## config.mk

```make
export PLATFORM = sky130hd
export DESIGN_NAME = fnsf_kernel
export DESIGN_NICKNAME = d
export VERILOG_FILES = /design/src/four_neighbour_smoothing_filter_defines.svh /design/src/fnsf_pkg.sv /design/src/fnsf_kernel.sv
export SDC_FILE = /design/constraint.sdc
export NUM_CORES = 1
export LEC_CHECK = 0
export BUFFER_PORTS_ARGS = -buffer_cell sky130_fd_sc_hd__buf_4
export CORE_UTILIZATION = 44
export DETAILED_ROUTE_END_ITERATION = 8
export PLACE_DENSITY = 0.95
export SETUP_SLACK_MARGIN = 0.2
export SYNTH_ARGS = -nofsm -noshare
export SYNTH_HDL_FRONTEND = slang
export SYNTH_SLANG_ARGS = --single-unit
```

## constraint.sdc

```tcl
create_clock -name vclk -period 5.2
set_input_delay 0.52 -clock vclk [all_inputs]
set_output_delay 0.52 -clock vclk [all_outputs]
set_load 0.005 [all_outputs]
```

## src/four_neighbour_smoothing_filter_defines.svh

```systemverilog
// ---------------------------------------------------------------------------
// Assertion macros for the four-neighbour smoothing filter
// Shared helpers that wrap concurrent assertions clocked on clk with rst_n.
// ---------------------------------------------------------------------------
`ifndef FOUR_NEIGHBOUR_SMOOTHING_FILTER_DEFINES_SVH
`define FOUR_NEIGHBOUR_SMOOTHING_FILTER_DEFINES_SVH

// The condition must hold at every clock edge out of reset.
`define FNSF_ASSERT_HOLD(lbl, cond, msg) \
  lbl: assert property (@(posedge clk) disable iff (!rst_n) (cond)) else $error(msg);

// When the antecedent holds, the consequent must hold in the next cycle.
`define FNSF_ASSERT_NEXT(lbl, ante, cons, msg) \
  lbl: assert property (@(posedge clk) disable iff (!rst_n) (ante) |=> (cons)) \
    else $error(msg);

`endif

```

## src/fnsf_pkg.sv

```systemverilog
// ---------------------------------------------------------------------------
// fnsf_pkg
// Types and fixed constants shared by the smoothing filter modules.
// ---------------------------------------------------------------------------
package fnsf_pkg;

  localparam int PIX_W     = 8;
  localparam int FW_W      = 11;
  localparam int FH_W      = 16;
  localparam int CFG_W     = 16;
  localparam int CFG_IDX_W = 1;

  localparam logic [FW_W-1:0] FW_RESET = 11'd1024;
  localparam logic [FH_W-1:0] FH_RESET = 16'd1024;

  // Configuration register indexes.
  localparam logic [CFG_IDX_W-1:0] CFG_FRAME_WIDTH  = 1'b0;
  localparam logic [CFG_IDX_W-1:0] CFG_FRAME_HEIGHT = 1'b1;

  typedef logic [PIX_W-1:0] pix_t;

  // Position flags of one pixel, fixed when the pixel is accepted.
  typedef struct packed {
    logic has_prev;  // a row above exists, so a result for it is due
    logic interior;  // the row above is filtered at this column
    logic last_row;  // this pixel is also echoed as a result
    logic row_end;   // last column of the row
  } pos_flags_t;

  typedef struct packed {
    pix_t pixel;
    logic done;
  } result_t;

endpackage

```

## src/fnsf_kernel.sv

```systemverilog
// ---------------------------------------------------------------------------
// fnsf_kernel
// Four-neighbour mean of one pixel of the row above, and the echo result.
// ---------------------------------------------------------------------------
module fnsf_kernel (
  input  fnsf_pkg::pix_t       pix,
  input  fnsf_pkg::pix_t       centre,
  input  fnsf_pkg::pix_t       north,
  input  fnsf_pkg::pix_t       west,
  input  fnsf_pkg::pix_t       east,
  input  fnsf_pkg::pos_flags_t flags,
  output fnsf_pkg::result_t    res_a,
  output logic                 want_a,
  output fnsf_pkg::result_t    res_b,
  output logic                 want_b
);

  fnsf_pkg::pix_t sum;

  // Each quarter is at most 63, so the sum stays within eight bits.
  assign sum = {2'b00, north[7:2]} + {2'b00, pix[7:2]}
             + {2'b00, west[7:2]}  + {2'b00, east[7:2]};

  assign res_a.pixel = flags.interior ? sum : centre;
  assign res_a.done  = 1'b0;
  assign want_a      = flags.has_prev;

  assign res_b.pixel = pix;
  assign res_b.done  = flags.row_end;
  assign want_b      = flags.last_row;

endmodule

```

======== Word-level counts from Yosys, hierarchy flattened ========
Cells that the tools add are included.
cells by class
  $add $sub $neg .......................... 3
  multiply operators ...................... 0
  div/mod/pow operators ................... 0
  $lt $le $gt $ge ......................... 0
  eq/ne operators ......................... 0
  shift-type cells ........................ 0
  muxes and demuxes ....................... 1
  bitwise logic cells ..................... 0
  reduce and logical (&&, ||, !) cells .... 0
operator list
  operator       count
  $add A7 B6 Y8  1
  $add A8 B6 Y8  1
  $mux W8        1
  $add A6 B6 Y7  1
word-level totals
  register bits ........................... 0
  latch bits .............................. 0
  memory bits (writable) .................. 0
  ROM bits ................................ 0
  input bits .............................. 44
  output and inout bits ................... 20
  word-level logic and storage cells ...... 4
  memories ................................ 0

======== Depth between registers and ports, before layout ========
  depth in word-level cells ............... 4
  mapped depth ............................ 10
  depth with buffers taken out ............ 10

======== Worst setup path before layout ========
No wires, ideal clock.
  kind .................................... input to output
  start ................................... input port pix[3]
  end ..................................... output port res_a[8] (netlist name)
  data arrival time ....................... 2.884 ns
  required time ........................... 4.680 ns
  slack ................................... 1.796 ns
  cell stages on the path ................. 10
  path buffers ............................ 0
  cell sequence ........................... inv_1 -> fa_1 -> fa_1 -> inv_1 -> ha_1 -> fa_1 -> a21o_1 -> a21oi_2 -> nor2b_1 -> o41a_1
RTL lines
  what                RTL line           text
  start: declaration  fnsf_kernel.sv:6   input fnsf_pkg::pix_t pix,
  end: declaration    fnsf_kernel.sv:12  output fnsf_pkg::result_t res_a,

==> flow_summary.yaml <==
outcome:
  status: "completed"
route:
  top_layer_used: "met4"
  met1Wirelength_um: 439
  routed_via_density: 4.70
  ant_nets: 0
  wl_per_cell_um: 10.7
  routed-wl-met2_um: 953
  drc: 0
  route.met3.wl_um: 117
  routed_wl_um: 1510
  num_vias: 667
  drtIter0Drc: 0
  first_pass_iters: 1
place:
  finalWeightedCongestion: 0.697
  postPlaceCellArea_um2: 1030
  dp_hpwl_um: 1460
  portBuffers: 47
finish:
  n_clock_buffer: 0
  drive_gt1_share_pct: 42.1
  fin_nets: 191
  seq_cells: 0
  area_growth_pct: 37.1
  seqCellArea_um2: 0
  design_area_um2: 1030
  antenna_cells: 0
global_route:
  grt_pass1_wl_um: 2570
  grt_max_degree: 12
  grt_usage_pct: 17.8
  grt_pass1_vias: 675
  antenna_found_initial: 0
  overflow: 0
floorplanning:
  core_um2: 1540
  dieWidth_um: 43.2
  io_pins: 64
  die_h_um: 43.2
  die-area_um2: 1870
  num_rows: 14
  start_util_pct: 48.5
critical_path:
  end_kind: "output port"
  crit_cells: 12
  critPathCapture: "res_a[8]"
  crit_chain: "buf_4, inv_1, fa_1, fa_1, inv_1, ha_1, fa_1, a21o_1, a21oi_2, nor2b_1, o41a_1, buf_4"
  cp.arrival_ps: 3230
  worst_path_max_delay_cell: "fa_1"
  cp_slowest_stage_delay_ps: 520
  critical_path.startpoint: "pix[3]"
  startpoint_type: "primary input"
  cp_top_family: "adder cells"
  path_class: "primary input to output port"
  critPathMostFrequentCell: "fa_1"
  cp_max_fo: 2
  critPathBufInv: 4
  worstPathRequired_ps: 4680
synth:
  synthTopCellsByArea: "fa_1 32%, inv_1 17%, buf_4 12%"
  synth_top_area_share_pct: 32.1
  yosysWarnings: 0
  syn-cell-area_um2: 748
  yosysUniqueCellTypes: 19
  synth_area_per_cell_um2: 8.13
  ys_seq_area_share_pct: 0
  netlist_instances: 92
  synth_top_area_cell: "fa_1"
  synth_fp_nets: 155
min_path:
  min-delay-start: "pix[0]"
  hold_class: "primary input to output port"
power_and_ir_drop:
  vdd_drop_max_v: 0.000110
  p_per_area_nw_per_um2: 186
  cellLeakagePower_nw: 0.629
clock_network:
  post_cts_buffers: 0
  cts_resized: 0
  cts_hold_buf: 0
job:
  drv_cap: 0
sta:
  rsz0062_at_grt: "false"
  fin_crit_ps: 3750
  fmaxAchievable_ghz: 0.267
  hold_violations: 0
  setup-violations-final: 0
  slew_viol_final: 0
  min_period_over_period_pct: 72.1
  setup_total_negative_slack_ps: 0
[how the worst min path moves through the flow]
| stage | end | slack, ps | cells past startpoint |
|---|---|---|---|
| after floorplan | res_b[0] | 1120 | 1 |
| after global placement | want_b | 1040 | 0 |
| after detailed placement | want_b | 1040 | 0 |
| after CTS | want_b | 1040 | 0 |
| after global routing | res_b[1] | 1040 | 0 |
| final | res_b[1] | 1040 | 0 |
[layer usage]
layer,up-vias,global-route usage (%)
met1,305,15.8
li1,327,-
met3,2,1.28
met4,0,1.21
met2,33,41.5
met5,-,0
[Yosys cell counts (all sizes together)]
| library cell | count |
|---|---|
| a211oi | 1 |
| a21o | 3 |
| a21oi | 5 |
| buf | 13 |
| conb | 1 |
| fa | 12 |
| ha | 7 |
| inv | 33 |
| mux2 | 5 |
| nand2 | 1 |
| nand3b | 1 |
| nand4 | 2 |
| nor2 | 3 |
| nor2b | 1 |
| o41a | 1 |
| xnor2 | 3 |
[stage by stage]
step | utilization, % | hold WS, ps | total power (W) | worst slack [ps] | instances
after floorplan | - | 1120 | 0.000127 | 1800 | 92
after global placement | 66.6 | 1040 | 0.000185 | 1510 | 142
after detailed placement | 66.6 | 1040 | 0.000193 | 1440 | 142
after CTS | 66.6 | 1040 | 0.000194 | 1430 | 142
after global routing | 66.6 | 1040 | 0.000214 | 1320 | 142
final | 66.6 | 1040 | 0.000190 | 1450 | 142
[where the power goes]
part	switching, W	internal [W]	leakage, nW
Clock	0	0	0
Sequential	0	0	0
Combinational	0.0000820	0.000108	0.629
Total	0.0000820	0.000108	0.629
[kinds of logic (layout without fill, tap and decap cells)]
family          after synthesis  after routing  share of synthesized area (%)
buf+inv                      46             80                           29.3
fa+ha+maj                    19             19                           43.8
compound gates               10             10                           9.36
simple gates                  8              8                           5.52
mux                           5              5                           8.03
xor+xnor                      3              3                           3.51
other cells                   1              1                          0.501
[cell type report]
| cell class | instances | area [um2] |
|---|---|---|
| inverter | 33 | 124 |
| tap | 16 | 20.0 |
| timing repair buffer | 47 | 353 |
| multi-input combinational | 46 | 529 |
| fill | 141 | 515 |
[cell usage in the layout, fill, tap and decap left out]
cell,Yosys,routed
a211oi_1,1,1
a21o_1,3,3
a21oi_1,4,4
a21oi_2,1,1
buf_4,12,47
conb_1,1,1
fa_1,12,12
ha_1,7,7
inv_1,33,33
mux2_2,4,4
mux2_4,1,1
nand2_1,1,1
nand3b_1,1,1
nand4_1,2,2
nor2_1,3,3
nor2b_1,1,1
o41a_1,1,1
xnor2_1,3,3
Note: power is estimated with default switching activity, not from simulation.
