$ cat src/four_neighbour_smoothing_filter_defines.svh
// ---------------------------------------------------------------------------
// Assertion macros for the four-neighbour smoothing filter
// Shared helpers that wrap concurrent assertions clocked on clk with rst_n.
// ---------------------------------------------------------------------------
`ifndef FOUR_NEIGHBOUR_SMOOTHING_FILTER_DEFINES_SVH
`define FOUR_NEIGHBOUR_SMOOTHING_FILTER_DEFINES_SVH

// The condition must hold at every clock edge out of reset.
`define FNSF_ASSERT_HOLD(lbl, cond, msg) \
  lbl: assert property (@(posedge clk) disable iff (!rst_n) (cond)) else $error(msg);

// When the antecedent holds, the consequent must hold in the next cycle.
`define FNSF_ASSERT_NEXT(lbl, ante, cons, msg) \
  lbl: assert property (@(posedge clk) disable iff (!rst_n) (ante) |=> (cons)) \
    else $error(msg);

`endif

$ cat src/fnsf_pkg.sv
// ---------------------------------------------------------------------------
// fnsf_pkg
// Types and fixed constants shared by the smoothing filter modules.
// ---------------------------------------------------------------------------
package fnsf_pkg;

  localparam int PIX_W     = 8;
  localparam int FW_W      = 11;
  localparam int FH_W      = 16;
  localparam int CFG_W     = 16;
  localparam int CFG_IDX_W = 1;

  localparam logic [FW_W-1:0] FW_RESET = 11'd1024;
  localparam logic [FH_W-1:0] FH_RESET = 16'd1024;

  // Configuration register indexes.
  localparam logic [CFG_IDX_W-1:0] CFG_FRAME_WIDTH  = 1'b0;
  localparam logic [CFG_IDX_W-1:0] CFG_FRAME_HEIGHT = 1'b1;

  typedef logic [PIX_W-1:0] pix_t;

  // Position flags of one pixel, fixed when the pixel is accepted.
  typedef struct packed {
    logic has_prev;  // a row above exists, so a result for it is due
    logic interior;  // the row above is filtered at this column
    logic last_row;  // this pixel is also echoed as a result
    logic row_end;   // last column of the row
  } pos_flags_t;

  typedef struct packed {
    pix_t pixel;
    logic done;
  } result_t;

endpackage

$ cat src/fnsf_outq.sv
// ---------------------------------------------------------------------------
// fnsf_outq
// Two-entry result queue that takes up to two results from one pixel.
// ---------------------------------------------------------------------------
module fnsf_outq (
  input  logic              clk,
  input  logic              rst_n,
  input  logic              push,
  input  fnsf_pkg::result_t res_a,
  input  logic              want_a,
  input  fnsf_pkg::result_t res_b,
  input  logic              want_b,
  input  logic              out_ready,
  output logic              out_valid,
  output fnsf_pkg::result_t head,
  output logic [1:0]        space
);

  fnsf_pkg::result_t slots_r [2];
  fnsf_pkg::result_t slots_nxt [2];
  logic [1:0]        cnt_r, cnt_nxt;
  logic              pop;
  logic [1:0]        idx;

  assign out_valid = (cnt_r != 2'd0);
  assign head      = slots_r[0];
  assign pop       = out_valid && out_ready;
  // Room counts the slot freed by a beat leaving in this cycle.
  assign space     = 2'd2 - cnt_r + {1'b0, pop};

  always_comb begin
    slots_nxt = slots_r;
    if (pop) begin
      slots_nxt[0] = slots_r[1];
    end
    idx = cnt_r - {1'b0, pop};
    if (push && want_a) begin
      slots_nxt[idx[0]] = res_a;
      idx = idx + 2'd1;
    end
    if (push && want_b) begin
      slots_nxt[idx[0]] = res_b;
      idx = idx + 2'd1;
    end
    cnt_nxt = idx;
  end

  always_ff @(posedge clk) begin
    slots_r <= slots_nxt;
  end

  always_ff @(posedge clk) begin
    if (!rst_n) begin
      cnt_r <= 2'd0;
    end else begin
      cnt_r <= cnt_nxt;
    end
  end

endmodule

$ cat config.mk
export PLATFORM = sky130hd
export DESIGN_NAME = fnsf_outq
export DESIGN_NICKNAME = d
export VERILOG_FILES = /design/src/four_neighbour_smoothing_filter_defines.svh /design/src/fnsf_pkg.sv /design/src/fnsf_outq.sv
export SDC_FILE = /design/constraint.sdc
export NUM_CORES = 1
export LEC_CHECK = 0
export BUFFER_PORTS_ARGS = -buffer_cell sky130_fd_sc_hd__buf_2
export CAP_MARGIN = 40
export CORE_AREA = 3 3 72 81
export CTS_BUF_LIST = sky130_fd_sc_hd__clkbuf_2
export DETAILED_ROUTE_END_ITERATION = 8
export DIE_AREA = 0 0 75 84
export PLACE_DENSITY = 0.58
export SLEW_MARGIN = 5
export SYNTH_ARGS = -nofsm -noshare
export SYNTH_HDL_FRONTEND = slang
export SYNTH_SLANG_ARGS = --single-unit
$ cat constraint.sdc
create_clock -name clk -period 2 [get_ports clk]
set_input_delay 0.1 -clock clk [delete_from_list [all_inputs] [get_ports clk]]
set_output_delay 0.1 -clock clk [all_outputs]
set_load 0.01 [all_outputs]
[Word-level counts from Yosys, hierarchy flattened]
Cells that the tools add are included.
Storage, ports and cells
  bits in registers: 20
  input bits: 24
Operators by class
  bitwise logic cells: 2
  magnitude comparators: 4
  mux-type cells: 11
  reductions and logical operators: 6
  add/subtract/negate cells: 5
Operators with widths (number)
  $bwmux W18: 2
  $mux W18: 2
  $mux W9: 3
  $demux W9 S1: 2
  $logic_and A1 B1 Y1: 5
  $add A2 B1 Y2 const B: 2
  $ge A2 B2 Y1 const B: 2
  $lt A2 B1 Y1 const B: 2
  $mux W2: 2
  $not A1 Y2: 2
  $add A2 B1 Y2: 1
  $reduce_bool A2 Y1: 1
  $sub A2 B1 Y2: 1
  $sub A2 B2 Y2 const A: 1

[Depth between registers and ports, before layout]
Gate-level depths: netlist of run 1.
  depth after elaboration: 12
  gate-level depth with buffers: 7
  mapped depth without buffers: 5

[Worst setup path before layout of run 1]
OpenSTA, ideal clock, no wires.
  path type: reg2reg
  start: reg cnt_r[0]
  end: reg slots_r[0] (netlist bit)
  required time: 1878 ps
  data arrival time: 1672 ps
  setup slack: 207 ps
  setup time: 122 ps
  stages on the path, launching flop included: 7
  period minus slack after synthesis: 1793 ps
  cell sequence: dfxtp_1 -> o21ai_4 -> ha_1 -> buf_4 -> xnor2_1 -> and3_4 -> a221o_1
RTL lines
  start: declaration: RTL line fnsf_outq.sv:21  | logic [1:0] cnt_r, cnt_nxt;
  start signal: assignment: RTL line fnsf_outq.sv:56  | cnt_r <= cnt_nxt;
  end signal: assignment: RTL line fnsf_outq.sv:49  | slots_r <= slots_nxt;
  end: declaration: RTL line fnsf_outq.sv:19  | fnsf_pkg::result_t slots_r [2];

[Worst setup path after layout of run 1]
  start: reg cnt_r[1]
  end: out space[0]
On the way
  word-level cells in the longest chain between the ends: 3
Ends and longest elaborated chain
  $reduce_bool A2 Y1: RTL line fnsf_outq.sv:25  | assign out_valid = (cnt_r != 2'd0);
  $logic_and A1 B1 Y1: RTL line fnsf_outq.sv:27  | assign pop = out_valid && out_ready;
  $add A2 B1 Y2: RTL line fnsf_outq.sv:29  | assign space = 2'd2 - cnt_r + {1'b0, pop};
  end: declaration: RTL line fnsf_outq.sv:16  | output logic [1:0] space
Every way passes these cells.

==> impl_metrics.ini, run 1 <==
[hold_path]
hp-start = res_b[0]
hold_path.class = in -> reg
whs_path_depth = 2
holdPathEnd = slots_r[0]$_DFF_P_

[synthesis]
synth_common_cells = dfxtp_1 (20), a31oi_1 (17), buf_4 (11)
ys_seq_area_share_pct = 26.8
synth_ff_type = dfxtp_1
avgSynthCellArea_um2 = 8.95
ys_ff_latch = 20
yosysTopAreaCellShare_pct = 26.8
synthesis.nets = 192
syn_inst = 167
ys_warn_count = 0
post-synth-top-count-cell = dfxtp_1
synthDistinctLibCells = 37
synth-async-reset-ratio_pct = 0
synth-edff-count = 0
netlist_top_cells_area = dfxtp_1 (27%), a31oi_1 (7.1%), mux2_2 (6.0%), buf_4 (5.5%), and3b_1 (5.3%)
syn-cell-area_mm2 = 0.00150
synth_top_area_cell = dfxtp_1

[run_status]
status = complete, no violations

[timing]
maxSlewViolCount = 0
setup_tns_ps = 0
max_slew.worst_pin.slew_ps = 524
fmax_ghz = 0.557
clock_skew_ps = 12.7
hold_viol_final = 0
timing.final.crit_period_ps = 1800
min_period_over_period_pct = 89.8
relSlewSlack_pct = 65.1
finalSetupViolCount = 0
grt_setup_unrepaired = false

[route]
postRouteAntennaNets = 0
vias_per_cell = 5.34
num_vias = 1313
wire_per_inst_um = 14.8
drt-initial-drc-count = 113
wl_mm = 3.64
post-route-drc-count = 0
firstDrtPassIters = 4

[placed_design]
dp_hpwl_mm = 2.61
placed_area_mm2 = 0.00162
globalplace.congestion = 0.747
post-place-cells = 241
port-buffer-count = 35

[setup_path]
worstSetupPathType = reg -> out
startpoint_type = register
rr_startpoint = cnt_r[1]$_SDFF_PN0_
cp_data_required_time_ps = 1900
cp_max_fo = 15
reg2reg_slack_ps = 210
cp-end-kind = primary output
r2r-end = slots_r[1]$_DFF_P_
worstPathArrival_ps = 1700
rr_worst_depth = 5

[grt]
grt_use_total_pct = 11.7
overflow = 0
antenna_found_initial = 0
grt_pass1_vias = 1180
grt_max_degree = 36
grt_pass1_wl_mm = 5.85

[die]
fp-row-count = 27
start_util_pct = 29.7
core_mm2 = 0.00503
io_pins = 36
die_x_um = 75
dieArea_mm2 = 0.00630
die_h_um = 84

[finish]
syn_to_final_growth_pct = 10.5
fin_area_mm2 = 0.00165
nNetsFinal = 214
drive_gt1_share_pct = 31.9
diodes = 0
utilization_pct = 32.8
stdcell_count = 246

[cts]
tritoncts = built
h-tree-depth = 1
cts_resized = 0
clkSinkCount = 20
cts_buffers = 3
cts.clk_slew.worst_paths_ps = 210
root_buffer = clkbuf_2
clockBufferDepth = 2
clock_latency_ps = 320

[power]
report.power.total_w = 0.00168
vdd_drop_max_mv = 0.245
p_leak_nw = 0.708
p_per_area_mw_per_mm2 = 1020

[flow_run]
max-cap-violations = 0
cells by family (layout without fill, tap and decap cells):
family / Yosys count / after routing / share of synthesized area (%)
AOI/OAI and AO/OA: 52 / 52 / 28.0
and+or+nand+nor: 53 / 53 / 23.3
buffers and inverters: 28 / 49 / 11.5
adders and majority gates: 1 / 1 / 0.837
muxes: 10 / 10 / 7.36
DFF: 20 / 20 / 26.8
xor gates and xnor gates: 3 / 3 / 2.26
layout make-up:
class	instances	area, um^2
Tap cell	58	72.6
Sequential cell	20	400
Multi-Input combinational cell	119	922
Timing Repair Buffer	41	223
Clock inverter	1	3.75
Inverter	4	15.0
Clock buffer	3	15.0
Fill cell	540	3380
how the worst max path moves through the flow:
| stage | slack, ps | to | start |
|---|---|---|---|
| 2_1_floorplan | 210 | slots_r[0]$_DFF_P_ | cnt_r[0]$_SDFF_PN0_ |
| 3_3_place_gp | 270 | slots_r[3]$_DFF_P_ | cnt_r[0]$_SDFF_PN0_ |
| 3_5_place_dp | 240 | slots_r[7]$_DFF_P_ | cnt_r[0]$_SDFF_PN0_ |
| 4_1_cts | 170 | space[0] | cnt_r[1]$_SDFF_PN0_ |
| 5_1_grt | 60 | space[0] | cnt_r[1]$_SDFF_PN0_ |
| 6_report | 200 | space[0] | cnt_r[1]$_SDFF_PN0_ |
state kept, by name, summed over array words and instances (netlist names):
| name | flops |
|---|---|
| head | 9 |
| slots_r | 9 |
| cnt_r | 2 |
metrics by stage:
stage                     worst slack [ps]  hold WS (ps)
after floorplan                        207           232
after global placement                 272           372
after detailed placement               239           374
after CTS                              170          22.8
after global routing                  56.1          30.4
final                                  203          42.4
metal layers:
metal,track usage [%],vias to the layer above,share of wire [%]
li1,-,664,-
met1,15.8,615,47
met2,18.1,30,47
met3,2.77,4,4.7
met4,3.40,0,0.99
met5,0,-,0
what timing repair did:
| item | in CTS | in global routing |
|---|---|---|
| setup buffers | 0 | 0 |
| hold buffers | 1 | 0 |
| endpoints found under the hold margin | 1 | 0 |
layout by cell type, fill, tap and decap left out, types with 2 or more instances in the layout:
cell type  synthesis  routed
buf_2              9      35
dfxtp_1           20      20
a31oi_1           17      17
nand2_1            9       9
and3b_1            9       9
nor2b_1            9       9
nand3b_1           8       8
o221ai_1           8       8
mux2_2             8       8
a22o_1             8       8
and2_1             6       6
nand2b_1           5       5
a221o_1            5       5
buf_4             11       5
inv_1              4       4
o221a_2            4       4
clkbuf_2           0       3
o21ai_0            2       2
a21oi_1            2       2
mux2i_1            2       2
xnor2_1            2       2
nand3_1            2       2
critical path: stages, from the launching register on:
cell and delay (ps):
dfxtp_1 470, o21ai_4 70, ha_1 350, buf_4 230, inv_1 100, buf_2 150
power breakdown:
group,total (W),internal [W],switching (W)
clock network,0.000174,0.0000435,0.000131
registers,0.000678,0.000582,0.0000954
logic,0.000829,0.000448,0.000381
total,0.00168,0.00107,0.000607
(Power assumes the default switching activity.)
==> run 2, diff against run 1 <==
==> constraint.sdc (replaced) <==
create_clock -name clk -period 2 [get_ports clk]
set_input_delay 0 -clock clk [delete_from_list [all_inputs] [get_ports clk]]
set_output_delay 0 -clock clk [all_outputs]
set_load 0.01 [all_outputs]
==> run 2 against run 1 <==
  * Clock-buffer cell count unchanged
  * Combinational power is 2.7% higher
  * Sequential power about the same
  * Non-clock buffer count increased by 14
  * First-iteration DRC count is 22% lower
  * Sequential share of layout area fell by 1.9 points
  * Register-to-register slack hardly changed
  * Die area unchanged
  * Global-route usage increased by 0.41 points
  * Via count grew 3.0%
==> impl_metrics.ini, run 2 (synthesized netlist as in run 1, its figures left out) <==
[finish]
nNetsFinal = 228
fillCellCount = 530
syn_to_final_growth_pct = 19.8
diodes = 0
final_cell_mix = buf_2 (35), dfxtp_1 (20), a31oi_1 (17)
final_common_cell = buf_2
drive_gt1_share_pct = 29.7

[setup_path]
crit_chain = o21ai_4 > ha_1 > o21ba_2 > o21ai_1 > a221o_1
cp-end-kind = register
worstPathArrival_ps = 2030
slowest_stage = dfxtp_1
worstSetupPathType = reg -> reg
cp_max_fo = 6
cp_data_required_time_ps = 2240
max_stage_delay_ps = 470
startpoint_type = register

[power]
p_leak_nw = 0.766
vdd_drop_max_mv = 0.244
p_per_area_mw_per_mm2 = 951

[cts]
clockBufferDepth = 2
root_buffer = clkbuf_2
h-tree-depth = 1
clkSinkCount = 20
postCtsSetupBuffers = 0
tritoncts = built
cts_buffers = 3
cts_hold_buf = 15
clock_latency_ps = 320
cts.clk_slew.worst_paths_ps = 210
cts_resized = 0

[timing]
finalSetupViolCount = 0
min_period_over_period_pct = 89.4
holdWs_ps = 40.5
clock_skew_ps = 12.1
max_slew.worst_pin.slew_ps = 533
timing.final.crit_period_ps = 1790
hold_viol_final = 0
setup_tns_ps = 0
grt_setup_unrepaired = false
maxSlewViolCount = 0
fmax_ghz = 0.560
relSlewSlack_pct = 64.5

[grt]
grt_pass1_vias = 1227
grt_use_total_pct = 12.1
antenna_found_initial = 0
grt_max_degree = 36
grt_pass1_wl_mm = 6.07
overflow = 0

[route]
drt-initial-drc-count = 88
postRouteAntennaNets = 0
firstDrtPassIters = 4
post-route-drc-count = 0
wl_mm = 3.78
vias_per_cell = 5.20
num_vias = 1353
wire_per_inst_um = 14.5

[die]
start_util_pct = 29.7
die_x_um = 75
die_h_um = 84
fp-row-count = 27
io_pins = 36
dieArea_mm2 = 0.00630
core_mm2 = 0.00503

[run_status]
status = complete, no violations

[placed_design]
port-buffer-count = 35
dp_hpwl_mm = 2.61
globalplace.congestion = 0.747

[flow_run]
max-cap-violations = 0

[hold_path]
hold_path.class = in -> reg
-- run 2: cell type report --
cell class / count / area [um^2] / area share, %
multi-input combinational: 119 / 922 / 51.5
sequential: 20 / 400 / 22.3
timing repair buffer: 55 / 363 / 20.3
tap: 58 / 72.6 / 4.05
clock buffer: 3 / 15.0 / 0.838
inverter: 4 / 15.0 / 0.838
clock inverter: 1 / 3.75 / 0.209
-- run 2: stage by stage --
stage,std cells,setup slack [ps],area [um^2],util [%],total power [W]
2_1_floorplan,167,207,1500,-,0.00140
3_3_place_gp,241,272,1620,32.2,0.00151
5_1_grt,260,101,1790,35.6,0.00184
3_5_place_dp,241,239,1620,32.2,0.00152
4_1_cts,260,209,1790,35.6,0.00173
6_report,260,213,1790,35.6,0.00170
-- run 2: per-layer routing --
| layer | wire length (um) | GRT usage (%) | share of wire [%] |
|---|---|---|---|
| met1 | 1820 | 16.5 | 48 |
| met5 | 0 | 0 | 0 |
| met4 | 36 | 3.40 | 0.95 |
| met3 | 172 | 2.65 | 4.6 |
| met2 | 1760 | 18.7 | 46 |
-- run 2: critical path: cells and delay by family (launching register included) --
kind	cells	cell delay, ps
adder cells (fa/ha/maj)	1	340
AO/OA/AOI/OAI	4	900
flip-flops	1	470
-- run 2: report_power, final --
part / internal [W] / switching, W / total, W / leakage [nW]
Clock: 0.0000435 / 0.000130 / 0.000174 / 0.0140
Combinational: 0.000466 / 0.000385 / 0.000851 / 0.584
Sequential: 0.000582 / 0.0000963 / 0.000678 / 0.168
-- run 2: worst paths after layout --
path                                           end                start  depth (start not counted)  slack (ps)
worst min-delay path            slots_r[4]$_DFF_P_             res_a[4]                          3          40
worst min register to register  slots_r[1]$_DFF_P_   slots_r[1]$_DFF_P_                          1         520
worst max register to register  slots_r[1]$_DFF_P_  cnt_r[1]$_SDFF_PN0_                          5         210
worst max-delay path            slots_r[1]$_DFF_P_  cnt_r[1]$_SDFF_PN0_                          5         210
