[src/four_neighbour_smoothing_filter_defines.svh]
// ---------------------------------------------------------------------------
// Assertion macros for the four-neighbour smoothing filter
// Shared helpers that wrap concurrent assertions clocked on clk with rst_n.
// ---------------------------------------------------------------------------
`ifndef FOUR_NEIGHBOUR_SMOOTHING_FILTER_DEFINES_SVH
`define FOUR_NEIGHBOUR_SMOOTHING_FILTER_DEFINES_SVH

// The condition must hold at every clock edge out of reset.
`define FNSF_ASSERT_HOLD(lbl, cond, msg) \
  lbl: assert property (@(posedge clk) disable iff (!rst_n) (cond)) else $error(msg);

// When the antecedent holds, the consequent must hold in the next cycle.
`define FNSF_ASSERT_NEXT(lbl, ante, cons, msg) \
  lbl: assert property (@(posedge clk) disable iff (!rst_n) (ante) |=> (cons)) \
    else $error(msg);

`endif

[src/fnsf_pkg.sv]
// ---------------------------------------------------------------------------
// fnsf_pkg
// Types and fixed constants shared by the smoothing filter modules.
// ---------------------------------------------------------------------------
package fnsf_pkg;

  localparam int PIX_W     = 8;
  localparam int FW_W      = 11;
  localparam int FH_W      = 16;
  localparam int CFG_W     = 16;
  localparam int CFG_IDX_W = 1;

  localparam logic [FW_W-1:0] FW_RESET = 11'd1024;
  localparam logic [FH_W-1:0] FH_RESET = 16'd1024;

  // Configuration register indexes.
  localparam logic [CFG_IDX_W-1:0] CFG_FRAME_WIDTH  = 1'b0;
  localparam logic [CFG_IDX_W-1:0] CFG_FRAME_HEIGHT = 1'b1;

  typedef logic [PIX_W-1:0] pix_t;

  // Position flags of one pixel, fixed when the pixel is accepted.
  typedef struct packed {
    logic has_prev;  // a row above exists, so a result for it is due
    logic interior;  // the row above is filtered at this column
    logic last_row;  // this pixel is also echoed as a result
    logic row_end;   // last column of the row
  } pos_flags_t;

  typedef struct packed {
    pix_t pixel;
    logic done;
  } result_t;

endpackage

[src/fnsf_pos.sv]
// ---------------------------------------------------------------------------
// fnsf_pos
// Column and row counters of the input stream and per-pixel position flags.
// ---------------------------------------------------------------------------
module fnsf_pos #(
  parameter int MAX_WIDTH = 1024,
  localparam int CW = $clog2(MAX_WIDTH)
) (
  input  logic                        clk,
  input  logic                        rst_n,
  input  logic [fnsf_pkg::FW_W-1:0]   frame_width,
  input  logic [fnsf_pkg::FH_W-1:0]   frame_height,
  input  logic                        advance,
  output logic [CW-1:0]               col,
  output logic [CW-1:0]               col_east,
  output fnsf_pkg::pos_flags_t        flags
);

  localparam int EW = (CW + 1 > fnsf_pkg::FW_W) ? CW + 1 : fnsf_pkg::FW_W;

  logic [CW-1:0]             col_r, col_nxt;
  logic [fnsf_pkg::FH_W-1:0] row_r, row_nxt;
  logic [EW-1:0]             fw_e, eff_w, x_e;
  logic [fnsf_pkg::FH_W-1:0] last_row_idx;

  always_comb begin
    fw_e = EW'(frame_width);
    // A zero width acts as one; widths beyond the line store saturate.
    if (fw_e == '0) begin
      eff_w = EW'(1);
    end else if (fw_e > EW'(MAX_WIDTH)) begin
      eff_w = EW'(MAX_WIDTH);
    end else begin
      eff_w = fw_e;
    end
    x_e = EW'(col_r);
    last_row_idx = (frame_height == '0) ? '0 : frame_height - 16'd1;

    flags.has_prev = (row_r != '0);
    flags.interior = (row_r >= 16'd2) && (col_r != '0) && ((x_e + EW'(2)) <= eff_w);
    flags.last_row = (row_r >= last_row_idx);
    flags.row_end  = ((x_e + EW'(1)) >= eff_w);
  end

  assign col      = col_r;
  assign col_east = (col_r == CW'(MAX_WIDTH - 1)) ? col_r : col_r + CW'(1);

  always_comb begin
    col_nxt = col_r;
    row_nxt = row_r;
    if (advance) begin
      if (flags.row_end) begin
        col_nxt = '0;
        row_nxt = flags.last_row ? '0 : row_r + 16'd1;
      end else begin
        col_nxt = col_r + CW'(1);
      end
    end
  end

  always_ff @(posedge clk) begin
    if (!rst_n) begin
      col_r <= '0;
      row_r <= '0;
    end else begin
      col_r <= col_nxt;
      row_r <= row_nxt;
    end
  end

endmodule

[config.mk]
export PLATFORM = sky130hd
export DESIGN_NAME = fnsf_pos
export DESIGN_NICKNAME = d
export VERILOG_FILES = /design/src/four_neighbour_smoothing_filter_defines.svh /design/src/fnsf_pkg.sv /design/src/fnsf_pos.sv
export SDC_FILE = /design/constraint.sdc
export NUM_CORES = 1
export LEC_CHECK = 0
export BUFFER_PORTS_ARGS = -buffer_cell sky130_fd_sc_hd__buf_2
export CAP_MARGIN = 40
export CORE_AREA = 2 2 58 101
export CTS_BUF_LIST = sky130_fd_sc_hd__clkbuf_8 sky130_fd_sc_hd__clkbuf_16
export CTS_CLUSTER_DIAMETER = 50
export DETAILED_ROUTE_END_ITERATION = 12
export DIE_AREA = 0 0 60 103
export GPL_TIMING_DRIVEN = 1
export PLACE_DENSITY = 0.88
export REMOVE_ABC_BUFFERS = 1
export SETUP_SLACK_MARGIN = 0.3
export SKIP_CTS_REPAIR_TIMING = 1
export SLEW_MARGIN = 20
export SYNTH_ARGS = -nofsm -noshare
export SYNTH_HDL_FRONTEND = slang
export SYNTH_SLANG_ARGS = --single-unit
[constraint.sdc]
create_clock -name clk -period 4.3 [get_ports clk]
set_clock_uncertainty 0.2 [all_clocks]
set_input_delay 0.86 -clock clk [delete_from_list [all_inputs] [get_ports clk]]
set_output_delay 0.86 -clock clk [all_outputs]
set_load 0.005 [all_outputs]
; ---- Word level (Yosys, flattened, before mapping)
; Cells that the tools add are included.
[op_classes]
addsub = 5
n_lt_le_gt_ge = 5
eq_ne = 1
mux = 6
reduce_logical = 7
[ops]
columns = operator, n
row1 = two-way mux 16 bit, 2
row2 = two-way mux 11 bit, 2
row3 = two-way mux 10 bit, 2
row4 = adder 16 x 1 -> 16 bit (second input constant), 1
row5 = greater-or-equal comparator 16 bit, 1
row6 = greater-or-equal comparator 16 x 2 -> 1 bit (second input constant), 1
row7 = zero test 16 bit, 1
row8 = nonzero test 16 bit, 1
row9 = subtractor 16 x 1 -> 16 bit (second input constant), 1
row10 = adder 10 x 1 -> 11 bit (second input constant), 1
row11 = adder 10 x 2 -> 11 bit (second input constant), 1
row12 = greater-or-equal comparator 11 bit, 1
row13 = > comparator 11 bit (second input constant), 1
row14 = <= comparator 11 bit, 1
row15 = zero test 11 bit, 1
row16 = adder 10 x 1 -> 10 bit (second input constant), 1
row17 = equality test 10 bit (second input constant), 1
row18 = nonzero test 10 bit, 1
row19 = logical AND 1 bit, 2
row20 = AND reduction 2 bit, 1
[word_totals]
register_bits = 26
in_bits = 30
out_inout_bits = 24
word_cells = 26

; ---- Logic depth before layout (Yosys ltp)
; Gate-level depths: netlist of the first run.
[logic_depth]
word_depth = 5
mapped_depth = 17
depth_no_buf = 14

; ---- Least setup slack after synthesis of the first run
; OpenSTA, ideal clock, no wires.
[synth_timing]
path_kind = input-to-output
start = input port frame_height[9] (netlist name)
end = output port flags[1] (netlist name)
arrival_ns = 3.119
required_ns = 3.240
setup_slack_ns = 0.121
stages = 10
path_buffers = 0
cell_sequence = or4_4 or4_4 nor3_2 xor2_1 nand2_1 ha_1 nand2_1 nor4_1 nand3b_1 nand3_1
[synth_rtl]
columns = item, line
row1 = "start, declared", fnsf_pos.sv:12  ; input logic [fnsf_pkg::FH_W-1:0] frame_height,
row2 = "end, declared", fnsf_pos.sv:16  ; output fnsf_pkg::pos_flags_t flags

==> impl_metrics.ini, run 1 <==
[outcome]
status = finished with violations
violations = negative setup slack

[timing]
tightest_slew_ps = 826
rsz0062_at_grt = true
fmaxAchievable_mhz = 223
hold_viol_final = 0
postLayoutSetupSlackWorst_ps = -183
period_needed_ps = 4480
setup_viol = 1
final.period_utilization_pct = 104
drv_slew = 0
slew_headroom_pct = 44.4
fin_hold_ws_ps = 381

[final_layout]
num_antenna_cells = 0
fin_cells = 541
fin_util_pct = 66.9
fill_cells = 425
drive_above_1_share_pct = 26.2
layout.nets = 543
synthToLayoutAreaGrowth_pct = 26.6

[global_routing]
grt_util_met2_pct = 52.8
grt_pass1_vias = 3036
antenna_found_initial = 0
grt_pass1_wl_um = 12400
top_usage_layer = met2
grtUsageMet1_pct = 23.1
grt_remaining_overflow = 0
grtUsageMet3_pct = 1.63
grt_max_degree = 20
track_usage_pct = 25.5

[power_and_ir_drop]
power_density_nw_per_um2 = 148
ir_worst_vdd_mv = 0.0803
leakagePower_nw = 1.83

[die]
die_area_um2 = 6180
core.rowCount = 36
initial_core_util_pct = 52.9
io-pin-count = 54
fp.dieW_um = 60
core_um2 = 5450
die_h_um = 103

[drt]
vias = 3177
wl_per_cell_um = 15.2
drc_errors = 0
vias_per_cell = 5.87
antenna_left = 0
first_iter_violations = 123
drtPass1Iterations = 5
finalWirelength_um = 8210

[setup_path]
cpMaxStageDelayCell = or4_4
critPathKind = input port to output pin
path_delay_family = simple AND/OR/NAND/NOR gates
cp_data_arrival_time_ps = 3420
worstPathCellList = buf_6, or4_4, or4_4, buf_6, xnor2_2, nand2_2, ha_4, nand2_4, nor4_4, nand3b_1, nand3_1, buf_2
required_ps = 3240
crit_path_max_fanout = 2
worst-path-buf-inv = 3
endpoint_kind = output pin
worstSetupStartpointType = input port
cpPeakStageDelay_ps = 520

[placement]
dpl.cell_count = 533
hpwl_um = 6160
place.port_buffers = 53
place_ws_ps = -283
globalplace.congestion = 0.908

[yosys]
syn-mean-instance-area_um2 = 7.35
syn_area_um2 = 2880
syn_inst = 392
yosys_warnings = 0
seq_area_frac_synth_pct = 18.1
synth_cell_type_count = 39
yosysTopAreaCellShare_pct = 20.0
yosys.area.top_type = ha_1
ys_ff_latch = 26
synth_area_leaders = ha_1 20%, dfxtp_1 18%, nand2_1 6.3%

[cts]
cts_max_path_buffers = 2
clkTransAtPathRegs_ps = 80
cts_max_level = 1
ctsRootBufferMaster = clkbuf_8
cts_buffers = 3
cts_tree = done
cts_sinks = 26
insertion_delay_ps = 270

[hold_path]
min_path_type = flop to flop

[flow_run]
maxCapViolCount = 0
## power by group
part | total, mW | switching [mW] | internal [mW]
logic | 0.156 | 0.0843 | 0.0714
clock network | 0.136 | 0.0727 | 0.0628
registers | 0.247 | 0.00428 | 0.243
total | 0.539 | 0.161 | 0.377
## cell families after synthesis
kind of cell             Yosys count  synth area share [%]
flip-flops                        26                  18.1
multiplexers                       2                 0.738
XOR/XNOR                          35                  10.6
AO/OA/AOI/OAI                     76                  16.0
AND/OR/NAND/NOR                  173                  29.8
adder cells (fa/ha/maj)           46                  20.0
buffers and inverters             34                  4.73
## final cells by class
class	count	area, µm²	area share (%)
Sequential cell	26	522	14.3
Tap cell	76	95.1	2.61
Inverter	17	63.8	1.75
Multi-Input combinational cell	332	2390	65.4
Clock buffer	3	41.3	1.13
Timing Repair Buffer	87	539	14.8
## worst reg2reg max path: cells and delay by family (launching register included)
| family | cells | cell delay (ps) |
|---|---|---|
| fa+ha+maj | 2 | 460 |
| mux | 1 | 300 |
| simple gates | 5 | 1020 |
| compound gates | 1 | 250 |
| buf+inv | 4 | 740 |
| flops | 1 | 420 |
## state kept, by name, summed over array words and instances (netlist names)
signal,count
row_r,16
col,10
## metal layers
layer / wire (µm) / up-vias
li1: - / 1545
met1: 2800 / 1457
met2: 4710 / 135
met3: 266 / 40
met4: 435 / 0
met5: 0 / -
## through the flow
stage,total power [mW],cell area (µm²),TNS (ps)
2_1_floorplan,0.323,2810,0
3_3_place_gp,0.382,3380,-1730
3_5_place_dp,0.389,3390,-1010
4_1_cts,0.520,3430,-286
5_1_grt,0.567,3650,-252
6_report,0.539,3650,-183
## cell usage in the layout, fill, tap and decap left out, types with 2 or more instances in the layout
cell type / Yosys / layout
nor2_1: 38 / 36
or4_4: 2 / 3
o21ai_0: 27 / 13
nor2b_1: 7 / 6
nand2b_1: 9 / 9
a21oi_1: 24 / 24
nand2_1: 48 / 44
buf_2: 3 / 53
o21ai_2: 0 / 8
nand2_2: 0 / 2
buf_6: 0 / 5
nor2_2: 0 / 2
clkbuf_8: 0 / 3
nor3_1: 10 / 9
a22o_1: 15 / 15
nand2_4: 0 / 2
nand4_1: 10 / 10
inv_1: 16 / 16
ha_4: 0 / 2
nand3b_1: 2 / 2
nor4_1: 14 / 11
dfxtp_1: 26 / 25
nor4_4: 0 / 2
and3_1: 8 / 8
or2_2: 2 / 2
and4_1: 2 / 2
o21ai_1: 0 / 5
xnor2_1: 17 / 16
ha_1: 46 / 43
nand3_1: 17 / 17
buf_4: 1 / 29
xor2_1: 18 / 18
a21o_1: 4 / 4
## synth_stat cells (all sizes together)
library cell / number
a2111oi: 1
a211oi: 1
a21o: 4
a21oi: 24
a22o: 15
a31oi: 1
and2: 1
and3: 8
and4: 2
buf: 4
clkbuf: 13
clkinv: 1
dfxtp: 26
ha: 46
inv: 16
mux2: 1
mux2i: 1
nand2: 48
nand2b: 9
nand3: 17
nand3b: 2
nand4: 10
nand4b: 1
nor2: 38
nor2b: 7
nor3: 11
nor4: 14
o211ai: 1
o21ai: 27
o21bai: 1
o31ai: 1
or2: 2
or4: 3
xnor2: 17
xor2: 18
## worst paths after layout
| check | start | to | slack [ps] | depth (start not counted) |
|---|---|---|---|---|
| hold reg to reg | col[0] | col[0] | 380 | 2 |
| setup / recovery | frame_height[9] | flags[1] | -180 | 12 |
| setup reg to reg | col[1] | row_r[0] | 800 | 13 |
| hold / removal | col[0] | col[0] | 380 | 2 |
Note: power is estimated with default switching activity, not from simulation.
==> inputs of run 2 (changes only) <==
- CORE_AREA: 2 2 58 101 -> 2 2 60 105
- DIE_AREA: 0 0 60 103 -> 0 0 62 107
- PLACE_DENSITY: 0.88 -> 0.86
- clock period: 4.3 -> 3.94 ns (I/O delays scaled with it)
==> run 2 against run 1 <==
Net effect:
- the run still ends with negative setup slack left
- global-route usage is 1.1 points lower
- final cell count grew 2.4%
- worst hold slack worse by 22 ps
- worst setup slack worse by 240 ps
- via count rose by 0.63%
- clock-buffer cell count did not move
- sequential power grew 9.3%
- design area rose by 2.2%
- non-clock buffer count grew 11
- critical path depth rose by 4
- critical endpoint unchanged
- largest cell class unchanged
==> impl_metrics.ini, run 2 (synthesis results as in run 1) <==
[outcome]
status = finished with violations
violations = negative setup slack

[drt]
vias_per_cell = 5.77
wl_per_cell_um = 15.1
antenna_left = 0
finalWirelength_um = 8370
first_iter_violations = 120
vias = 3197
drtPass1Iterations = 4
drc_errors = 0

[setup_path]
endpoint_kind = output pin
required_ps = 2950
cp_data_arrival_time_ps = 3370
crit_path_max_fanout = 3
worstSetupStartpointType = input port
reg2reg_depth = 11
critPathKind = input port to output pin

[placement]
dpl.cell_count = 543
place.port_buffers = 53
globalplace.congestion = 0.875
place_area_um2 = 3450
hpwl_um = 6310

[final_layout]
fin_cells = 554
layout.nets = 554
layout_common_cells = 51 x buf_2, 45 x nand2_1, 43 x ha_1, 40 x buf_4, 37 x nor2_1
finish.instance_area_um2 = 3730
synthToLayoutAreaGrowth_pct = 29.4
drive_above_1_share_pct = 28.2
regMostFlops = row_r
largest_reg_flops = 16
final_common_cell = buf_2
fin_util_pct = 64.5
num_antenna_cells = 0

[cts]
cts_max_path_buffers = 2
insertion_delay_ps = 270
cts_buffers = 3
cts_sinks = 26
cts_max_level = 1
cts_tree = done
clkTransAtPathRegs_ps = 80
ctsRootBufferMaster = clkbuf_8

[timing]
period_needed_ps = 4360
rsz0062_at_grt = true
hold_viol_final = 0
slew_headroom_pct = 65.2
drv_slew = 0
fin_hold_ws_ps = 359
postLayoutSetupSlackWorst_ps = -418
final.period_utilization_pct = 111
fmaxAchievable_mhz = 229
setup_viol = 5
tightest_slew_ps = 517

[die]
die_area_um2 = 6630
initial_core_util_pct = 49.8
core.rowCount = 37
die_h_um = 107
fp.dieW_um = 62
io-pin-count = 54
core_um2 = 5790

[hold_path]
min_path_type = flop to flop
min_path_cells = 2

[global_routing]
grt_max_degree = 19
grt_pass1_vias = 3031
track_usage_pct = 24.3
grt_remaining_overflow = 0
grt_pass1_wl_um = 12600
antenna_found_initial = 0

[power_and_ir_drop]
ir_worst_vdd_mv = 0.110
power_mw = 0.595
power_density_nw_per_um2 = 159
leakagePower_nw = 1.89

[flow_run]
maxCapViolCount = 0
run 2: cell count changes in the layout (fill, tap and decap cells not counted), sizes merged:
cell,change
clkinv,-1
buf,+11
clkinvlp,+1
run 2: metal layers:
layer  track usage (%)  share of wire [%]  vias to the layer above
li1                  -                  -                     1566
met1              23.4                 35                     1464
met2              46.4                 55                      124
met3              2.05                3.5                       43
met4              12.9                6.3                        0
met5                 0                  0                        -
run 2: path summary, 6_finish.rpt:
kind | start | endpoint | slack, ps
setup reg to reg | col[2] | row_r[8] | 800
hold / removal | col[1] | col[1] | 360
setup / recovery | frame_height[2] | flags[1] | -420
hold reg to reg | col[1] | col[1] | 360
run 2: stage by stage:
stage               TNS [ps]  worst slack, ps
floorplan              -3730             -282
global placement       -6930             -464
detailed placement     -4250             -557
CTS                     -561             -561
global route           -3500             -572
finish                  -475             -418
run 2: critical path: stages:
cell and delay [ps]:
buf_6 100, nor4_4 250, buf_4 160, buf_6 90, nand2_4 50, or4_4 500
buf_4 150, xnor2_1 120, nand2_1 70, ha_1 280, nand2_2 80, nor4_4 270
nand3b_1 130, buf_4 160, nand3_2 50, buf_2 110
run 2: cell type report:
| cell class | instances | area (µm²) |
|---|---|---|
| multi-input combinational | 332 | 2360 |
| fill | 479 | 2060 |
| timing repair buffer | 98 | 634 |
| sequential | 26 | 531 |
| tap | 78 | 97.6 |
| inverter | 17 | 67.6 |
| clock buffer | 3 | 41.3 |
run 2: power breakdown:
part	total [mW]	switching [mW]	internal, mW
sequential	0.270	0.00493	0.265
clock	0.146	0.0776	0.0685
combinational	0.179	0.0969	0.0819
